<file path="src/sv/lpstv_pkg.sv">
// shared types, constants and the cordic step table for the stv calculator
`default_nettype none
package lpstv_pkg;

    // default component width and default selected particle code
    localparam int MOMENTUM_BITS_DEF = 16;
    localparam logic signed [31:0] DEFAULT_CODE = 32'sd2212;

    // one closed event handed from the front to the back
    typedef struct packed {
        logic signed [15:0] mu_x;
        logic signed [15:0] mu_y;
        logic signed [15:0] mu_z;
        logic signed [15:0] ld_x;
        logic signed [15:0] ld_y;
        logic signed [15:0] ld_z;
        logic               found;
    } evt_t;

    // arctangent of 2^-i, scaled so that 32768 is pi
    function automatic logic [13:0] step_angle(input logic [3:0] idx);
        logic [13:0] a;
        case (idx)
            4'd0:    a = 14'd8192;
            4'd1:    a = 14'd4836;
            4'd2:    a = 14'd2555;
            4'd3:    a = 14'd1297;
            4'd4:    a = 14'd651;
            4'd5:    a = 14'd326;
            4'd6:    a = 14'd163;
            4'd7:    a = 14'd81;
            4'd8:    a = 14'd41;
            4'd9:    a = 14'd20;
            4'd10:   a = 14'd10;
            4'd11:   a = 14'd5;
            4'd12:   a = 14'd3;
            4'd13:   a = 14'd1;
            4'd14:   a = 14'd1;
            default: a = 14'd0;
        endcase
        return a;
    endfunction

endpackage
`default_nettype wire

</file>
<file path="src/sv/lpstv_front.sv">
// front end: takes words, tracks the leading particle and closes events
`default_nettype none
module lpstv_front
    import lpstv_pkg::*;
#(
    parameter int MOMENTUM_BITS = MOMENTUM_BITS_DEF
) (
    input  logic               clk,
    input  logic               rst_n,
    input  logic               cfg_write,
    input  logic signed [31:0] cfg_data,
    input  logic               in_valid,
    output logic               in_stall,
    input  logic               mode,
    input  logic signed [31:0] pdg_code,
    input  logic signed [15:0] mom_x,
    input  logic signed [15:0] mom_y,
    input  logic signed [15:0] mom_z,
    input  logic               last,
    output logic               push_valid,
    input  logic               push_ready,
    output evt_t               push_data
);

    localparam int COMP_W = (MOMENTUM_BITS < 16) ? MOMENTUM_BITS : 16;

    logic signed [31:0] code_reg;

    // first stage: captured word
    logic               s1_vld_reg;
    logic               s1_mode_reg;
    logic               s1_match_reg;
    logic               s1_last_reg;
    logic signed [15:0] s1_x_reg;
    logic signed [15:0] s1_y_reg;
    logic signed [15:0] s1_z_reg;

    // second stage: word plus squared components
    logic               s2_vld_reg;
    logic               s2_mode_reg;
    logic               s2_match_reg;
    logic               s2_last_reg;
    logic signed [15:0] s2_x_reg;
    logic signed [15:0] s2_y_reg;
    logic signed [15:0] s2_z_reg;
    logic [31:0]        s2_sqx_reg;
    logic [31:0]        s2_sqy_reg;
    logic [31:0]        s2_sqz_reg;

    // event accumulation
    logic signed [15:0] mu_x_reg;
    logic signed [15:0] mu_y_reg;
    logic signed [15:0] mu_z_reg;
    logic signed [15:0] ld_x_reg;
    logic signed [15:0] ld_y_reg;
    logic signed [15:0] ld_z_reg;
    logic [31:0]        best_reg;
    logic               seen_reg;
    logic               first_reg;

    logic               s1_adv;
    logic               s2_go;
    logic               accept;
    logic [31:0]        msq;
    logic signed [15:0] mu_x_next;
    logic signed [15:0] mu_y_next;
    logic signed [15:0] mu_z_next;
    logic signed [15:0] ld_x_next;
    logic signed [15:0] ld_y_next;
    logic signed [15:0] ld_z_next;
    logic [31:0]        best_next;
    logic               seen_next;
    logic               first_next;
    logic signed [15:0] cx;
    logic signed [15:0] cy;
    logic signed [15:0] cz;

    // pipeline flow
    assign s2_go    = s2_vld_reg && (!s2_last_reg || push_ready);
    assign s1_adv   = s1_vld_reg && (!s2_vld_reg || s2_go);
    assign in_stall = s1_vld_reg && !s1_adv;
    assign accept   = in_valid && !in_stall;

    // components are the low bits of each field, sign extended
    assign cx = 16'($signed(mom_x[COMP_W-1:0]));
    assign cy = 16'($signed(mom_y[COMP_W-1:0]));
    assign cz = 16'($signed(mom_z[COMP_W-1:0]));

    // muon capture and running maximum update for the word in the second stage
    always_comb
    begin
        msq        = 32'(s2_sqx_reg + s2_sqy_reg + s2_sqz_reg);
        mu_x_next  = mu_x_reg;
        mu_y_next  = mu_y_reg;
        mu_z_next  = mu_z_reg;
        ld_x_next  = ld_x_reg;
        ld_y_next  = ld_y_reg;
        ld_z_next  = ld_z_reg;
        best_next  = best_reg;
        seen_next  = seen_reg;
        first_next = first_reg;
        if (!s2_mode_reg)
        begin
            mu_x_next  = s2_x_reg;
            mu_y_next  = s2_y_reg;
            mu_z_next  = s2_z_reg;
            ld_x_next  = '0;
            ld_y_next  = '0;
            ld_z_next  = '0;
            best_next  = '0;
            seen_next  = 1'b0;
            first_next = 1'b1;
        end
        else
        begin
            if (first_reg)
            begin
                ld_x_next  = s2_x_reg;
                ld_y_next  = s2_y_reg;
                ld_z_next  = s2_z_reg;
                first_next = 1'b0;
            end
            if (s2_match_reg)
            begin
                seen_next = 1'b1;
                if (msq > best_reg)
                begin
                    best_next = msq;
                    ld_x_next = s2_x_reg;
                    ld_y_next = s2_y_reg;
                    ld_z_next = s2_z_reg;
                end
            end
        end
    end

    // snapshot of the closing event
    assign push_valid      = s2_vld_reg && s2_last_reg;
    assign push_data.mu_x  = mu_x_next;
    assign push_data.mu_y  = mu_y_next;
    assign push_data.mu_z  = mu_z_next;
    assign push_data.ld_x  = ld_x_next;
    assign push_data.ld_y  = ld_y_next;
    assign push_data.ld_z  = ld_z_next;
    assign push_data.found = seen_next;

    // registers
    always_ff @(posedge clk or negedge rst_n)
    begin
        if (!rst_n)
        begin
            code_reg   <= DEFAULT_CODE;
            s1_vld_reg <= 1'b0;
            s2_vld_reg <= 1'b0;
            mu_x_reg   <= '0;
            mu_y_reg   <= '0;
            mu_z_reg   <= '0;
            ld_x_reg   <= '0;
            ld_y_reg   <= '0;
            ld_z_reg   <= '0;
            best_reg   <= '0;
            seen_reg   <= 1'b0;
            first_reg  <= 1'b1;
        end
        else
        begin
            if (cfg_write)
            begin
                code_reg <= cfg_data;
            end

            // first stage
            if (accept)
            begin
                s1_vld_reg   <= 1'b1;
                s1_mode_reg  <= mode;
                s1_match_reg <= (pdg_code == code_reg);
                s1_last_reg  <= last;
                s1_x_reg     <= cx;
                s1_y_reg     <= cy;
                s1_z_reg     <= cz;
            end
            else if (s1_adv)
            begin
                s1_vld_reg <= 1'b0;
            end

            // second stage
            if (s1_adv)
            begin
                s2_vld_reg   <= 1'b1;
                s2_mode_reg  <= s1_mode_reg;
                s2_match_reg <= s1_match_reg;
                s2_last_reg  <= s1_last_reg;
                s2_x_reg     <= s1_x_reg;
                s2_y_reg     <= s1_y_reg;
                s2_z_reg     <= s1_z_reg;
                s2_sqx_reg   <= 32'(s1_x_reg * s1_x_reg);
                s2_sqy_reg   <= 32'(s1_y_reg * s1_y_reg);
                s2_sqz_reg   <= 32'(s1_z_reg * s1_z_reg);
            end
            else if (s2_go)
            begin
                s2_vld_reg <= 1'b0;
            end

            // event state; the leading-particle state is cleared after a closing word
            if (s2_go)
            begin
                mu_x_reg <= mu_x_next;
                mu_y_reg <= mu_y_next;
                mu_z_reg <= mu_z_next;
                if (s2_last_reg)
                begin
                    ld_x_reg  <= '0;
                    ld_y_reg  <= '0;
                    ld_z_reg  <= '0;
                    best_reg  <= '0;
                    seen_reg  <= 1'b0;
                    first_reg <= 1'b1;
                end
                else
                begin
                    ld_x_reg  <= ld_x_next;
                    ld_y_reg  <= ld_y_next;
                    ld_z_reg  <= ld_z_next;
                    best_reg  <= best_next;
                    seen_reg  <= seen_next;
                    first_reg <= first_next;
                end
            end
        end
    end

endmodule
`default_nettype wire

</file>
<file path="config.mk">
export PLATFORM = sky130hd
export DESIGN_NAME = lpstv_front
export DESIGN_NICKNAME = d
export VERILOG_FILES = /design/src/sv/lpstv_pkg.sv /design/src/sv/lpstv_front.sv
export SDC_FILE = /design/constraint.sdc
export NUM_CORES = 2
export LEC_CHECK = 0
export BUFFER_PORTS_ARGS = -buffer_cell sky130_fd_sc_hd__buf_4
export CORE_ASPECT_RATIO = 0.6
export CORE_MARGIN = 2
export CORE_UTILIZATION = 50
export DETAILED_ROUTE_END_ITERATION = 12
export PLACE_DENSITY = 0.67
export SYNTH_ARGS = -nofsm -noshare
export SYNTH_HDL_FRONTEND = slang
export SYNTH_SLANG_ARGS = --single-unit
</file>
<file path="constraint.sdc">
create_clock -name clk -period 22.7 [get_ports clk]
set_clock_uncertainty 0.2 [all_clocks]
set_input_delay 2.27 -clock clk [delete_from_list [all_inputs] [get_ports clk]]
set_output_delay 2.27 -clock clk [all_outputs]
set_load 0.01 [all_outputs]
</file>
[After elaboration in Yosys (flattened, before gate mapping)]
Cells that the tools add are included.
Word-level totals
  output and inout bits: 99
  word-level logic and storage cells: 83
  bits in registers: 362
  input bits: 119
Operators by class
  multiplexer cells: 31
  multiply operators: 3
  reduce and logical (&&, ||, !) cells: 16
  $lt $le $gt $ge: 1
  add/subtract/negate cells: 2
  equal/unequal tests: 3
Operator list (number)
  $mux 16: 18
  $mux 32: 4
  $mul 16x16->32: 3
  $add 32x32->32: 2
  $eq 32x32->1: 1
  $gt 32x32->1: 1
  $mux 1: 9
  $ne 3x1->1 const B: 2
  $logic_and 1x1->1: 5
  $logic_not 1->1: 4
  $reduce_and 2->1: 2
  $reduce_bool 2->1: 2
  $reduce_and 3->1: 1
  $logic_or 1x1->1: 2

[Longest topological paths before layout]
  word-level depth: 10
  gate-level depth with buffers: 25
  gate-level depth less buffers: 24

[Worst setup path after synthesis]
Ideal clock, no wire load.
  path type: input to register
  from: input rst_n
  to: register s2_last_reg (enable)
  cell stages on the path: 2
  data required time: 21.854 ns
  path buffers: 0
  slack: 13.629 ns
  arrival: 8.225 ns
  library setup time: 0.646 ns
  cells stage by stage: nand2_1 > nor2_1
Between the ends
  word-level cells in the longest chain between the ends: 1
RTL lines
  start, declared: line lpstv_front.sv:9  | input logic rst_n,
  $reduce_and 2->1 (no line)
  end signal, assigned: line lpstv_front.sv:194  | s2_last_reg <= s1_last_reg;
  end, declared: line lpstv_front.sv:42  | logic s2_last_reg;
No other way between the ends.
A chain may end at the register's enable or synchronous reset.

==> flow_summary_export.csv <==
group,metric,value,unit
run_status,status,"finished clean",
timing,holdWs,0.220,ns
setup_path,slowest_stage,"o221a_2",
global_routing,grt_pass1_wl,173000,microns
setup_path,cpPeakStageDelay,1.09,ns
detailed_routing,wl_per_cell,19.2,microns
placement,place_congestion,0.909,
cts,ctsHoldBuffers,0,
cts,clock_path_buffers,3,
cts,cts-buffers-inserted,39,
setup_path,worst_ep_required_time,20.23,ns
setup_path,worstSetupPathType,"register to output pin",
timing,finalHoldViolations,0,
setup_path,critPathMaxFanout,49,
synthesis,synth_edf_count,192,
placement,place_hpwl,86800,microns
die,ios,218,
cts,clock-sinks,356,
synthesis,synthTopCellsByArea,"fa_1 (34%), edfxtp_1 (13%), ha_1 (9.4%)",
detailed_routing,ant_nets,0,
cts,ctsResizeCount,0,
global_routing,grt.total_usage,25.1,%
synthesis,synth_seq_area_share,22.8,%
detailed_routing,post-route-drc-count,0,
cts,clk_pin_slew,0.06,ns
placement,place_area,0.0462,sq mm
die,die-area,0.0890,sq mm
synthesis,synthesis.area,0.0433,sq mm
timing,final.min_clock_period,9.30,ns
die,start_util,50.5,%
placement,port_buffers,217,
synthesis,yosys.area.top_type,"fa_1",
synthesis,synthArstFlopShare,46.1,%
setup_path,endpoint_kind,"output pin",
cts,h-tree-depth,2,
timing,rsz0062_at_grt,"false",
layout,drive_gt1_share,11.2,%
cts,cts_tree,"built",
detailed_routing,drt_iter0_drc,2623,
setup_path,critPathLaunchType,"register",
timing,tns,0,ns
die,core_area,0.0857,sq mm
job,maxCapViolations,0,
layout,area_growth_syn_to_layout,9.93,%
layout,nNetsFinal,5562,
die,fp.dieH,232,microns
synthesis,ys.warnings.count,0,
cts,clk_latency,0.60,ns
setup_path,cp_cell_sequence,"fa_1 -> ha_1 -> inv_2 -> or3_1 -> o21ai_1 -> o21ai_1 -> o21a_1 -> a31oi_1 -> a221oi_1 -> xnor2_1 -> ha_1 -> a21oi_1 -> a2bb2oi_1 -> a21oi_1 -> o31a_1 -> a211oi_1 -> o221a_2 -> nand2_1 -> a21boi_1 -> buf_4",
cts,post_cts_buffers,0,
detailed_routing,vias,29141,
die,rows,83,
synthesis,yosysTopAreaCellShare,34.0,%
global_routing,grt_pass1_vias,30071,
synthesis,postSynthCellCount,4206,
synthesis,ys_ff_latch,356,
timing,fin_crit_sh,41.0,%
global_routing,grt_start_max_net_pins,74,
cts,clockRootBuffer,"clkbuf_16",
setup_path,cp.arrival,6.83,ns
timing,drv_slew,0,
timing,maxSlewHeadroom,17.9,%
die,die_x,384,microns
detailed_routing,via_per_inst,5.24,
layout,final_util,55.5,%
global_routing,antenna_found_initial,5,
synthesis,dominantRegCellSynth,"edfxtp_1",
global_routing,grt-ovfl-total,0,
layout,final_common_cell,"inv_1",
hold_path,hp-class,"register to register",
timing,worst_pin_slew,1.23,ns
layout,antenna_cells,0,
layout,finalInstanceArea,0.0476,sq mm
timing,max_freq,108,MHz
synthesis,yosys.cell_types.count,74,
timing,setup_viol_count_final,0,
layout,layout.cells.most_common_list,"inv_1 (997), fa_1 (736), nand2_1 (409)",
detailed_routing,totalWireLength,107000,microns
detailed_routing,drtPass1Iterations,6,
synthesis,syn_area_per_cell,10.3,sq um
-- worst max-delay path, delay by kind of cell (launching register included) --
kind / cells / cell delay [ns]
XOR/XNOR: 1 / 0.26
flip-flops: 1 / 0.40
AO/OA/AOI/OAI: 12 / 3.52
adder cells (fa/ha/maj): 3 / 1.23
AND/OR/NAND/NOR: 2 / 0.56
buffers and inverters: 2 / 0.25
-- synthesized netlist by cell type (all sizes together), types with 32 or more instances --
cell and count:
a21oi 114, and2 124, xnor2 125, o21ai 113, a22o 32, nor2 138
a21boi 98, xor2 69, dfrtp 159, mux2 128, ha 326, edfxtp 192
inv 999, clkbuf 108, nand2 410, fa 736, a21o 47
-- metal layers --
layer	track usage [%]	wire (microns)	vias up
met5	0	0	-
met4	3.85	1390	0
met3	7.67	12200	70
met2	32.6	40100	1121
met1	40.9	52900	14521
li1	-	-	13429
-- per-stage QoR --
step / setup WS [ns] / std cells
after floorplan: 13.63 / 4207
after global placement: 14.33 / 5487
after detailed placement: 14.16 / 5487
after CTS: 13.50 / 5559
after global routing: 13.04 / 5559
final: 13.40 / 5559
-- area by class of cell --
class,count,area [sq um]
Inverter,1000,3750
Clock inverter,26,352
Sequential cell,356,9880
Tap cell,1147,1440
Timing Repair Buffer,257,1930
Clock buffer,46,1020
Multi-Input combinational cell,2727,29200
Fill cell,7472,38100
-- final timing paths --
check,startpoint,to,slack [ns],cells after the start
min in group asynchronous,rst_n,code_reg[0]$_DFFE_PN0P_,1.38,1
max,s2_sqx_reg[10]$_DFFE_PP_,push_data[25],13.40,20
max reg2reg,s1_y_reg[15]$_DFFE_PP_,s2_sqy_reg[31]$_DFFE_PP_,14.51,20
max in group asynchronous,rst_n,ld_z_reg[12]$_DFFE_PN0P_,18.80,3
min,s1_mode_reg$_DFFE_PP_,s2_mode_reg$_DFFE_PP_,0.22,0
min reg2reg,s1_mode_reg$_DFFE_PP_,s2_mode_reg$_DFFE_PP_,0.22,0
-- cell families after synthesis --
kind of cell,share of synthesized area [%]
AOI/OAI and AO/OA,8.14
other,0.0174
muxes,3.40
xor gates and xnor gates,3.93
buffers and inverters,9.79
DFF,22.8
and+or+nand+nor,8.45
adders and majority gates,43.5
Power is not shown: default switching activity piles up to over one toggle a cycle in this logic, so the estimate is an artifact.
