==> src/sv/lpstv_pkg.sv <==
// shared types, constants and the cordic step table for the stv calculator
`default_nettype none
package lpstv_pkg;

    // default component width and default selected particle code
    localparam int MOMENTUM_BITS_DEF = 16;
    localparam logic signed [31:0] DEFAULT_CODE = 32'sd2212;

    // one closed event handed from the front to the back
    typedef struct packed {
        logic signed [15:0] mu_x;
        logic signed [15:0] mu_y;
        logic signed [15:0] mu_z;
        logic signed [15:0] ld_x;
        logic signed [15:0] ld_y;
        logic signed [15:0] ld_z;
        logic               found;
    } evt_t;

    // arctangent of 2^-i, scaled so that 32768 is pi
    function automatic logic [13:0] step_angle(input logic [3:0] idx);
        logic [13:0] a;
        case (idx)
            4'd0:    a = 14'd8192;
            4'd1:    a = 14'd4836;
            4'd2:    a = 14'd2555;
            4'd3:    a = 14'd1297;
            4'd4:    a = 14'd651;
            4'd5:    a = 14'd326;
            4'd6:    a = 14'd163;
            4'd7:    a = 14'd81;
            4'd8:    a = 14'd41;
            4'd9:    a = 14'd20;
            4'd10:   a = 14'd10;
            4'd11:   a = 14'd5;
            4'd12:   a = 14'd3;
            4'd13:   a = 14'd1;
            4'd14:   a = 14'd1;
            default: a = 14'd0;
        endcase
        return a;
    endfunction

endpackage
`default_nettype wire

==> src/sv/lpstv_queue.sv <==
// two-entry event queue between front and back
`default_nettype none
module lpstv_queue
    import lpstv_pkg::*;
(
    input  logic clk,
    input  logic rst_n,
    input  logic push_valid,
    output logic push_ready,
    input  evt_t push_data,
    output logic pop_valid,
    input  logic pop_ready,
    output evt_t pop_data
);

    evt_t       mem_reg [2];
    logic       wr_ptr_reg;
    logic       rd_ptr_reg;
    logic [1:0] cnt_reg;
    logic       do_push;
    logic       do_pop;

    assign push_ready = (cnt_reg != 2'd2);
    assign pop_valid  = (cnt_reg != 2'd0);
    assign pop_data   = mem_reg[rd_ptr_reg];
    assign do_push    = push_valid && push_ready;
    assign do_pop     = pop_valid && pop_ready;

    // storage
    always_ff @(posedge clk)
    begin
        if (do_push)
        begin
            mem_reg[wr_ptr_reg] <= push_data;
        end
    end

    // pointers and fill
    always_ff @(posedge clk or negedge rst_n)
    begin
        if (!rst_n)
        begin
            wr_ptr_reg <= 1'b0;
            rd_ptr_reg <= 1'b0;
            cnt_reg    <= 2'd0;
        end
        else
        begin
            if (do_push)
            begin
                wr_ptr_reg <= !wr_ptr_reg;
            end
            if (do_pop)
            begin
                rd_ptr_reg <= !rd_ptr_reg;
            end
            if (do_push && !do_pop)
            begin
                cnt_reg <= cnt_reg + 2'd1;
            end
            else if (do_pop && !do_push)
            begin
                cnt_reg <= cnt_reg - 2'd1;
            end
        end
    end

endmodule
`default_nettype wire

==> config.mk <==
export PLATFORM = sky130hd
export DESIGN_NAME = lpstv_queue
export DESIGN_NICKNAME = d
export VERILOG_FILES = /design/src/sv/lpstv_pkg.sv /design/src/sv/lpstv_queue.sv
export SDC_FILE = /design/constraint.sdc
export NUM_CORES = 1
export LEC_CHECK = 0
export BUFFER_PORTS_ARGS = -buffer_cell sky130_fd_sc_hd__clkbuf_2
export CAP_MARGIN = 20
export CORE_MARGIN = 3
export CORE_UTILIZATION = 50
export DETAILED_ROUTE_END_ITERATION = 10
export GPL_TIMING_DRIVEN = 0
export PLACE_DENSITY_LB_ADDON = 0.2
export SYNTH_ARGS = -nofsm -noshare
export SYNTH_HDL_FRONTEND = slang
export SYNTH_SLANG_ARGS = --single-unit
==> constraint.sdc <==
create_clock -name clk -period 12.37 [get_ports clk]
set_input_delay 2.474 -clock clk [delete_from_list [all_inputs] [get_ports clk]]
set_output_delay 2.474 -clock clk [all_outputs]
set_load 0.02 [all_outputs]
# After elaboration in Yosys (flattened, before gate mapping)
# Memory sizes are Yosys's and may differ from the RTL's.
# Cells that the tools add are included.
dict set report totals {
  register_bits 4
  latch_bits 0
  mem_bits_rw 194
  romBits 0
  input_bits 101
  output_inout_bits 99
  wordCells 21
  memories 1
}
dict set report op_classes {
  add_sub_neg 2
  n_mul 0
  div_mod_pow 0
  magnitude_cmp 0
  n_eq_ne 1
  shifts 0
  mux 4
  bitwise_logic 0
  reduce_logical 10
}
# name depth width read_ports rd_ports_with_merged_regs wr line
set mem_list {}
lappend mem_list {mem_reg 2 97 1 0 1 lpstv_queue.sv:16} ;# evt_t mem_reg [2];
# cell n
set op_table {}
lappend op_table {{logical AND 1 bit} 4}
lappend op_table {{logical NOT 1 bit} 4}
lappend op_table {{two-way mux 2 bit} 2}
lappend op_table {{nonzero test 2 bit} 2}
lappend op_table {{adder 2 x 1 -> 2 bit (second input constant)} 1}
lappend op_table {{two-way mux 1 bit} 2}
lappend op_table {{inequality test 2 bit (second input constant)} 1}
lappend op_table {{subtractor 2 x 1 -> 2 bit (second input constant)} 1}

# Depth between registers and ports, before layout
# Gate-level depths: netlist (run 1).
dict set report logic_depth {
  word_depth 6
  mapped_depth 7
  mapped_depth_nobuf 7
}

# Worst setup path before layout (run 1)
# Ideal clock, no wire load.
dict set report synth_path {
  path_kind {in2reg}
  from {input port push_valid}
  to {memory mem_reg[0][0] in the netlist's numbering (enable)}
  setup_time_ns 0.554
  arrival_time_ns 6.609
  required_ns 11.816
  path_slack_ns 5.207
  stages 2
  n_path_buf 0
  cell_sequence {nand2_1 nor2_1}
}
dict set report synth_via {
  elab_chain_len 3
}
# item line
set synth_lines {}
lappend synth_lines {{from (decl)} lpstv_queue.sv:8} ;# input logic push_valid,
lappend synth_lines {{logical AND 1 bit} lpstv_queue.sv:26} ;# assign do_push = push_valid && push_ready;
lappend synth_lines {{two-way mux 1 bit} lpstv_queue.sv:32} ;# if (do_push)
lappend synth_lines {{two-way mux 1 bit (not written as such)} lpstv_queue.sv:34} ;# mem_reg[wr_ptr_reg] <= push_data;
lappend synth_lines {{to (decl)} lpstv_queue.sv:16}
# Every way passes these cells.

==> metrics.csv, run 1 <==
metric;value;unit
die_w;127;um
cp_top_family;buffers and inverters;
htreeDepth;4;
setup_viol_count_final;0;
vias;3607;
tns;0;ns
placed_cell_area;8600;um^2
ir_worst_vdd;0.134;mV
cts_resized;0;
synth_ff_type;edfxtp_1;
cp_slowest_cell;dfrtp_1;
synth_top_area_share;80.2;%
cp-end-kind;output port;
dr.first_iter.drc_count;190;
grt_antenna_before_repair;0;
final_core_util;65.1;%
hold_violations;0;
gp_congestion;0.731;
nets;644;
ys_ff_latch;198;
whs;0.507;ns
startpoint_type;register;
diodes;0;
synth_edf_count;194;
drive_gt1_share;61.3;%
area_growth_syn_to_layout;25.8;%
slowest_delay;0.34;ns
path_cells;buf_6 -> buf_6 -> buf_6 -> mux2_4 -> clkbuf_2;
drc;0;
synth_cells;320;
finalCritPeriodShare;33.8;%
p_leak;3.54;nW
synth_warnings;0;
critPathMaxFanout;10;
finalCriticalPeriod;4.18;ns
async_flop_share;2.02;%
grt_pass1_wl;19800;um
num-fill-cells;1021;
seq_area_frac_synth;81.5;%
cts_tree;built;
wire_per_inst;16.9;um
hold_path.class;reg2reg;
cts_sinks;198;
synthesis.nets;422;
dieArea;16000;um^2
drt-vias-per-instance;4.92;
io_buffers;199;
pwr_density_cell;246;nW/um^2
yosysTopAreaCell;edfxtp_1;
path_common_cell;buf_6;
synth.most_common_cell;edfxtp_1;
fmax;239;MHz
row_count;43;
clkLatencyLatePin;0.41;ns
track_usage;16.1;%
wirelength;12400;um
postCtsHoldBufs;0;
synthTopCellsByArea;edfxtp_1 80%, mux2_2 12%, mux2_4 4.1%;
ys_types;15;
post-route-cell-area;9140;um^2
worst-r2r-setup-slack;10.33;ns
start_util;51.8;%
cap_violations;0;
multi_input_area;1270;um^2
path_buf_inv;4;
grt_max_degree;52;
dr.pass1.iters;4;
pin_count;200;
avgSynthCellArea;22.7;um^2
outcome;complete, no violations;
worst_pin_slew;0.667;ns
cp.required;9.90;ns
largest_reg_flops;194;
cts_max_path_buffers;2;
cts_buffers;17;
fp.coreArea;14000;um^2
post_cts_buffers;0;
root_buffer;clkbuf_16;
clk_pin_slew_worst_paths;0.06;ns
worstSetupPathType;reg2out;
slew_violations;0;
syn_area;7270;um^2
max-slew-margin-rel;55.5;%
rsz0062_at_grt;no;
chipHeight;127;um
seq_area;5930;um^2
synth_top_cells_by_count;194 x edfxtp_1, 77 x mux2_2, 20 x mux2_4, 7 x buf_2;
overflow;0;
place_hpwl;8770;um
critPathArrivalTime;1.71;ns
antenna_left;0;
clock-skew-final;0.00504;ns
grt_pass1_vias;3929;
[metrics by stage]
stage | total power, mW | setup WS, ns | cells
after CTS | 2.28 | 8.12 | 733
final | 2.25 | 8.19 | 733
after global placement | 1.76 | 2.90 | 699
after global routing | 2.36 | 8.07 | 733
after floorplan | 1.52 | 5.21 | 320
after detailed placement | 1.77 | 8.38 | 703
[power breakdown]
part	switching (mW)	leakage (nW)	total, mW	internal (mW)
logic	0.466	1.43	0.790	0.324
registers	0.0338	1.85	0.950	0.916
clock network	0.213	0.253	0.506	0.292
[placed cells by master (no fill, tap or decap), types with 3 or more instances in the layout]
master	synthesis	layout
buf_6	4	4
xnor2_1	3	3
dfrtp_1	4	4
mux2_4	20	20
clkbuf_16	0	17
clkinvlp_4	0	4
edfxtp_1	194	194
clkinv_1	0	3
buf_2	7	7
mux2_2	77	77
clkbuf_2	0	199
[cell families (layout without fill, tap and decap cells)]
kind of cell	count (synthesis)	count (layout)	share of synthesized area [%]
flip-flops	198	198	81.5
XOR/XNOR	5	5	0.603
AND/OR/NAND/NOR	7	7	0.465
buffers and inverters	12	245	1.15
adder cells (fa/ha/maj)	1	1	0.172
multiplexers	97	97	16.1
[per-layer routing]
layer	part of all wire [%]	GRT usage, %	up-vias
li1	-	-	1710
met1	40	19.0	1749
met2	49	26.5	134
met3	9.5	7.07	14
met4	1.5	5.80	0
met5	0	0	-
[cell type report]
cell class	count	share of cell area [%]
plain buffers	11	0.876
clock buffers	19	4.74
clock inverters	11	1.22
inverters	1	0.0411
multi-input cells	110	13.9
flip-flops and latches	198	64.8
well taps	180	2.46
repair buffers	203	11.9
[final timing paths]
check,from,to,depth (start not counted)
setup / recovery,rd_ptr_reg,pop_data[64],5
hold / removal,cnt_reg[1],cnt_reg[1],1
setup reg to reg,cnt_reg[0],mem_reg[0][64],5
hold reg to reg,cnt_reg[1],cnt_reg[1],1
max in group asynchronous,rst_n,cnt_reg[0],1
min in group asynchronous,rst_n,wr_ptr_reg,1
Note: power is estimated with default switching activity, not from simulation.
==> inputs of run 2 (changes only) <==
--- a/config.mk
+++ b/config.mk
@@ -5,10 +5,11 @@
 export SDC_FILE = /design/constraint.sdc
 export NUM_CORES = 1
 export LEC_CHECK = 0
+export ABC_AREA = 1
 export BUFFER_PORTS_ARGS = -buffer_cell sky130_fd_sc_hd__clkbuf_2
 export CAP_MARGIN = 20
 export CORE_MARGIN = 3
-export CORE_UTILIZATION = 50
+export CORE_UTILIZATION = 47
 export DETAILED_ROUTE_END_ITERATION = 10
 export GPL_TIMING_DRIVEN = 0
 export PLACE_DENSITY_LB_ADDON = 0.2
==> constraint.sdc (replaced) <==
create_clock -name clk -period 3.4 [get_ports clk]
set_input_delay 0.68 -clock clk [delete_from_list [all_inputs] [get_ports clk]]
set_output_delay 0.68 -clock clk [all_outputs]
set_load 0.02 [all_outputs]
==> metrics.csv, run 2 <==
metric;value;unit;change
whs;0.0565;ns;-0.450 ns
place_hpwl;10400;um;+19%
placed_cell_area;8630;um^2;+0.44%
cts_resized;0;;unchanged
htreeDepth;4;;unchanged
path_cells;buf_4 -> inv_4 -> buf_6 -> buf_6 -> nand2_1 -> nand2_1 -> clkbuf_2;;
seq_power_share;40.3;%;-2.0 points
max-slew-margin-rel;54.9;%;-0.61 points
track_usage;17.6;%;+1.5 points
avgSynthCellArea;13.6;um^2;-40%
p_switching;3.22;mW;+350%
crit-reg2reg-capture;mem_reg[0][15];;
chipHeight;130;um;+3.0%
pwr-share-comb;37.0;%;+1.8 points
num-fill-cells;1158;;+13%
critPathArrivalTime;1.75;ns;+0.04 ns
row_count;44;;+2.3%
cp.required;2.72;ns;-7.18 ns
grt_pass1_wl;22600;um;+14%
root_buffer;clkbuf_16;;
async_flop_share;2.02;%;unchanged
worstSetupPathType;reg2out;;
nets;861;;+34%
reg2reg_from;cnt_reg[0];;
gp_congestion;0.745;;+1.9%
top_layer;met4;;
post_cts_buffers;0;;unchanged
start_util;49.1;%;-2.6 points
worst-r2r-setup-slack;1.49;ns;-8.84 ns
fmax;412;MHz;
io_buffers;199;;unchanged
drive_gt1_share;33.5;%;-28 points
met3WireLength;1430;um;+21%
p_total;8.58;mW;+280%
switching_share;37.5;%;+5.8 points
dieArea;17000;um^2;+6.1%
cts_sinks;198;;unchanged
synth_top_area_share;80.1;%;about the same
final_cell_mix;301 x nand2_1, 199 x clkbuf_2, 194 x edfxtp_1;;
antenna_left;0;;unchanged
vias;4607;;+28%
synth_ff_type;edfxtp_1;;
cts_buffers;17;;unchanged
finalCritPeriodShare;71.4;%;
drc;0;;unchanged
drt-vias-per-instance;4.82;;-2.1%
pin_count;200;;unchanged
critPathMaxFanout;10;;unchanged
internal_power;5.36;mW;+250%
hold_violations;0;;unchanged
cts_max_path_buffers;2;;unchanged
cp_slowest_cell;dfrtp_1;;
dr.pass1.iters;5;;+1
cp-end-kind;output port;;
hold_path.class;in2async;;
postCtsHoldBufs;0;;unchanged
startpoint_type;register;;
synth_edf_count;194;;unchanged
largest_reg_flops;194;;unchanged
synth.most_common_cell;nand2_1;;
worst_pin_slew;0.674;ns;+0.00748 ns
final_core_util;62.2;%;-2.9 points
cp_num_cells;7;;+2
ys_ff_latch;198;;unchanged
grt_antenna_before_repair;0;;unchanged
pwr_density_cell;932;nW/um^2;+280%
wl_met2;7490;um;+22%
cts_tree;built;;
synthesis.nets;637;;+51%
pwr-share-clk;22.7;%;+0.2 points
yosysTopAreaCell;edfxtp_1;;
area_growth_syn_to_layout;26.6;%;
rsz0062_at_grt;no;;
setup_viol_count_final;0;;unchanged
clkLatencyLatePin;0.43;ns;+0.02 ns
synthTopCellsByArea;edfxtp_1 80%, nand2_1 16%, dfrtp_1 1.4%;;
r2r_cells;5;;unchanged
seq_area_frac_synth;81.5;%;about the same
synth_cells;535;;+67%
cap_violations;0;;unchanged
syn_area;7270;um^2;about the same
synth_warnings;0;;unchanged
diodes;0;;unchanged
mostFrequentLayoutCell;nand2_1;;
wire_per_inst;15.5;um;-8.4%
place_ws;1.26;ns;-7.13 ns
synth_top_cells_by_count;301 x nand2_1, 194 x edfxtp_1, 14 x buf_2, 6 x inv_1;;
finalCriticalPeriod;2.43;ns;
grt_pass1_vias;4737;;+21%
post-route-cell-area;9210;um^2;+0.75%
clk_pin_slew_worst_paths;0.06;ns;about the same
dr.first_iter.drc_count;263;;+38%
path_buf_inv;5;;+1
ir_worst_vdd;0.539;mV;+300%
cp_top_family;buffers and inverters;;
clock-skew-final;0.0104;ns;+0.00535 ns
fp.coreArea;14800;um^2;+5.5%
layout_setup_ws;0.973;ns;-7.21 ns
slowest_delay;0.37;ns;+0.03 ns
p_leak;4.05;nW;+14%
wl_met1;5670;um;+16%
outcome;complete, no violations;;
grt_max_degree;33;;-37%
slew_violations;0;;unchanged
die_w;130;um;+3.0%
ys_types;14;;-1
wirelength;14800;um;+19%
overflow;0;;unchanged
run 2: worst reg2reg max path: stages (launching register included):
cell and delay, ns:
dfrtp_1 0.38, inv_1 0.08, nand2_1 0.08, nand2_1 0.17, nor2_4 0.58, buf_12 0.30
run 2: logic make-up after synthesis:
group         count (synthesis)  share of synthesized area [%]
xor+xnor                      2                          0.241
flops                       198                           81.5
simple gates                306                           15.9
buf+inv                      28                           2.24
fa+ha+maj                     1                          0.172
run 2: how the worst max path moves through the flow:
| stage | startpoint | end | slack, ns |
|---|---|---|---|
| finish | rd_ptr_reg | pop_data[81] | 0.97 |
| CTS | rd_ptr_reg | pop_data[81] | 0.92 |
| floorplan | push_valid | mem_reg[0][0] | -0.37 |
| global route | rd_ptr_reg | pop_data[76] | 0.85 |
| global placement | push_valid | mem_reg[1][61] | -1.84 |
| detailed placement | push_valid | mem_reg[0][61] | 1.26 |
run 2: cell type report:
type	instances	area, um^2	share of cell area, %
Sequential cell	198	5930	64.3
Tap cell	184	230	2.50
Clock inverter	14	146	1.59
Clock buffer	18	429	4.66
Timing Repair Buffer	205	1120	12.1
Inverter	7	28.8	0.313
Multi-Input combinational cell	309	1200	13.0
Buffer	21	134	1.45
run 2: power by group through the flow:
stage	Clock [mW]	Sequential, mW	Combinational [mW]
after floorplan	0	3.53	2.00
after global placement	0	3.57	3.07
after detailed placement	0	3.51	3.24
after CTS	1.99	3.46	3.25
after global routing	2.10	3.50	3.52
final	1.95	3.46	3.18
run 2: stage by stage:
| stage | TNS, ns | cells |
|---|---|---|
| 2_1_floorplan | -71.81 | 535 |
| 3_3_place_gp | -355.43 | 918 |
| 3_5_place_dp | 0 | 924 |
| 4_1_cts | 0 | 956 |
| 5_1_grt | 0 | 956 |
| 6_report | 0 | 956 |
run 2: layer usage:
layer,up-vias,global-route usage [%]
li1,2257,-
met1,2157,20.1
met2,177,30.1
met3,16,7.68
met4,0,5.81
met5,-,0
==> inputs of run 3 (changes only) <==
--- a/config.mk
+++ b/config.mk
@@ -5,7 +5,7 @@
 export SDC_FILE = /design/constraint.sdc
 export NUM_CORES = 1
 export LEC_CHECK = 0
-export ABC_AREA = 1
+export ABC_AREA = 0
 export BUFFER_PORTS_ARGS = -buffer_cell sky130_fd_sc_hd__clkbuf_2
 export CAP_MARGIN = 20
 export CORE_MARGIN = 3
==> constraint.sdc (replaced) <==
create_clock -name clk -period 2.2 [get_ports clk]
set_input_delay 0.44 -clock clk [delete_from_list [all_inputs] [get_ports clk]]
set_output_delay 0.44 -clock clk [all_outputs]
set_load 0.02 [all_outputs]
==> metrics.csv, run 3 (synthesized netlist as in run 1, its figures left out) <==
metric;value;unit;change
dr.first_iter.drc_count;123;;-53%
switching_share;32.7;%;-4.9 points
dieArea;17000;um^2;about the same
wire_per_inst;17.6;um;+14%
diodes;0;;unchanged
rsz0062_at_grt;yes;;
antenna_left;0;;unchanged
grt_pass1_wl;19500;um;-14%
p_switching;4.18;mW;+30%
io_buffers;199;;unchanged
grt_antenna_before_repair;0;;unchanged
track_usage;15.5;%;-2.1 points
dr.pass1.iters;4;;-1
row_count;44;;unchanged
grt_pass1_vias;3877;;-18%
critPathArrivalTime;1.72;ns;-0.03 ns
multi_input_area;1290;um^2;+7.7%
setup_viol_count_final;0;;unchanged
fp.coreArea;14800;um^2;unchanged
clk_pin_slew_worst_paths;0.07;ns;about the same
chipHeight;130;um;about the same
worst_pin_slew;0.759;ns;+0.0848 ns
whs;0.205;ns;+0.148 ns
worstSetupPathType;reg2out;;
pwr_density_cell;1390;nW/um^2;+49%
wirelength;13100;um;-12%
pwr-share-clk;22.5;%;-0.2 points
hold_violations;0;;unchanged
final_cell_mix;199 x clkbuf_2, 194 x edfxtp_1, 77 x mux2_2;;
p_leak;3.57;nW;-12%
final_core_util;62.2;%;about the same
placed_cells;707;;-23%
hold_path.class;in2reg;;
clkLatencyLatePin;0.42;ns;about the same
finalCritPeriodShare;98.3;%;
pwr-share-comb;35.6;%;-1.4 points
pin_count;200;;unchanged
overflow;0;;unchanged
drt-vias-per-instance;4.96;;+2.9%
slew_violations;0;;unchanged
seq_area;5930;um^2;unchanged
cap_violations;0;;unchanged
cts_sinks;198;;unchanged
place_hpwl;9030;um;-13%
startpoint_type;register;;
clock-skew-final;0.00595;ns;-0.00444 ns
seq_power_share;41.9;%;+1.6 points
max-slew-margin-rel;49.3;%;-5.6 points
nets;646;;-25%
cp-end-kind;output port;;
root_buffer;clkbuf_16;;
cts_buffers;17;;unchanged
fin_cells;741;;-22%
critPathMaxFanout;10;;unchanged
outcome;complete, no violations;;
drc;0;;unchanged
num-fill-cells;1105;;-4.6%
ir_worst_vdd;0.725;mV;+34%
mostFrequentLayoutCell;clkbuf_2;;
largest_reg_flops;194;;unchanged
fmax;462;MHz;
cp.required;1.76;ns;-0.96 ns
internal_power;8.61;mW;+61%
die_w;130;um;about the same
cts_max_path_buffers;2;;unchanged
finalCriticalPeriod;2.16;ns;
htreeDepth;4;;unchanged
area_growth_syn_to_layout;26.8;%;
vias;3673;;-20%
drive_gt1_share;62.1;%;+29 points
post_cts_buffers;0;;unchanged
grt_max_degree;52;;+58%
start_util;49.1;%;about the same
cts_tree;built;;
gp_congestion;0.693;;-7.0%
run 3: critical path, cell delays in order, from the launching register on:
cell and delay [ns]:
dfrtp_1 0.34, buf_6 0.16, buf_2 0.27, mux2_2 0.38
clkbuf_2 0.16
run 3: power groups by stage:
stage          logic (mW)  clock network (mW)  registers [mW]
2_1_floorplan        3.10                   0            5.40
3_3_place_gp         4.38                   0            5.45
3_5_place_dp         4.56                   0            5.44
4_1_cts              4.62                2.96            5.36
5_1_grt              4.90                3.14            5.43
6_report             4.55                2.88            5.35
run 3: final timing paths:
kind	start	endpoint	slack, ns	cells past startpoint
setup reg to reg	cnt_reg[0]	mem_reg[1][45]	0.23	3
hold reg to reg	cnt_reg[1]	cnt_reg[1]	0.55	1
min in group asynchronous	rst_n	cnt_reg[0]	0.38	2
setup / recovery	rd_ptr_reg	pop_data[80]	0.04	4
hold / removal	push_data[81]	mem_reg[1][81]	0.20	1
max in group asynchronous	rst_n	rd_ptr_reg	1.69	2
run 3: repair_timing:
action                                  4_1_cts  5_1_grt
hold buffers                                  1        0
gates cloned                                  0        1
endpoints found under the setup margin       30      103
endpoints found under the hold margin         4        0
gates resized for setup                       5        5
pin swaps                                     0        1
run 3: area by class of cell:
cell class	count	share of cell area [%]
clock buffer	17	4.62
timing repair buffer	204	11.9
tap	184	2.50
clock inverter	15	1.37
inverter	1	0.0407
multi-input combinational	111	14.0
sequential	198	64.3
buffer	11	1.21
run 3: through the flow:
stage | setup TNS (ns) | cell area, um^2 | setup WS [ns] | power, mW
after floorplan | -36.83 | 7290 | -0.309 | 8.50
after CTS | -0.000979 | 9200 | -0.000979 | 12.9
after global routing | -0.654 | 9220 | -0.0402 | 13.5
after global placement | -165.90 | 8520 | -1.05 | 9.83
after detailed placement | 0 | 8620 | 0.0272 | 10.0
final | 0 | 9220 | 0.0373 | 12.8
run 3: metal layers:
layer	routed length (um)	vias up	global-route usage, %	share of wire [%]
li1	-	1729	-	-
met1	5220	1778	17.8	40
met2	6430	147	25.6	49
met3	1140	19	6.67	8.7
met4	261	0	6.72	2.0
met5	0	-	0	0
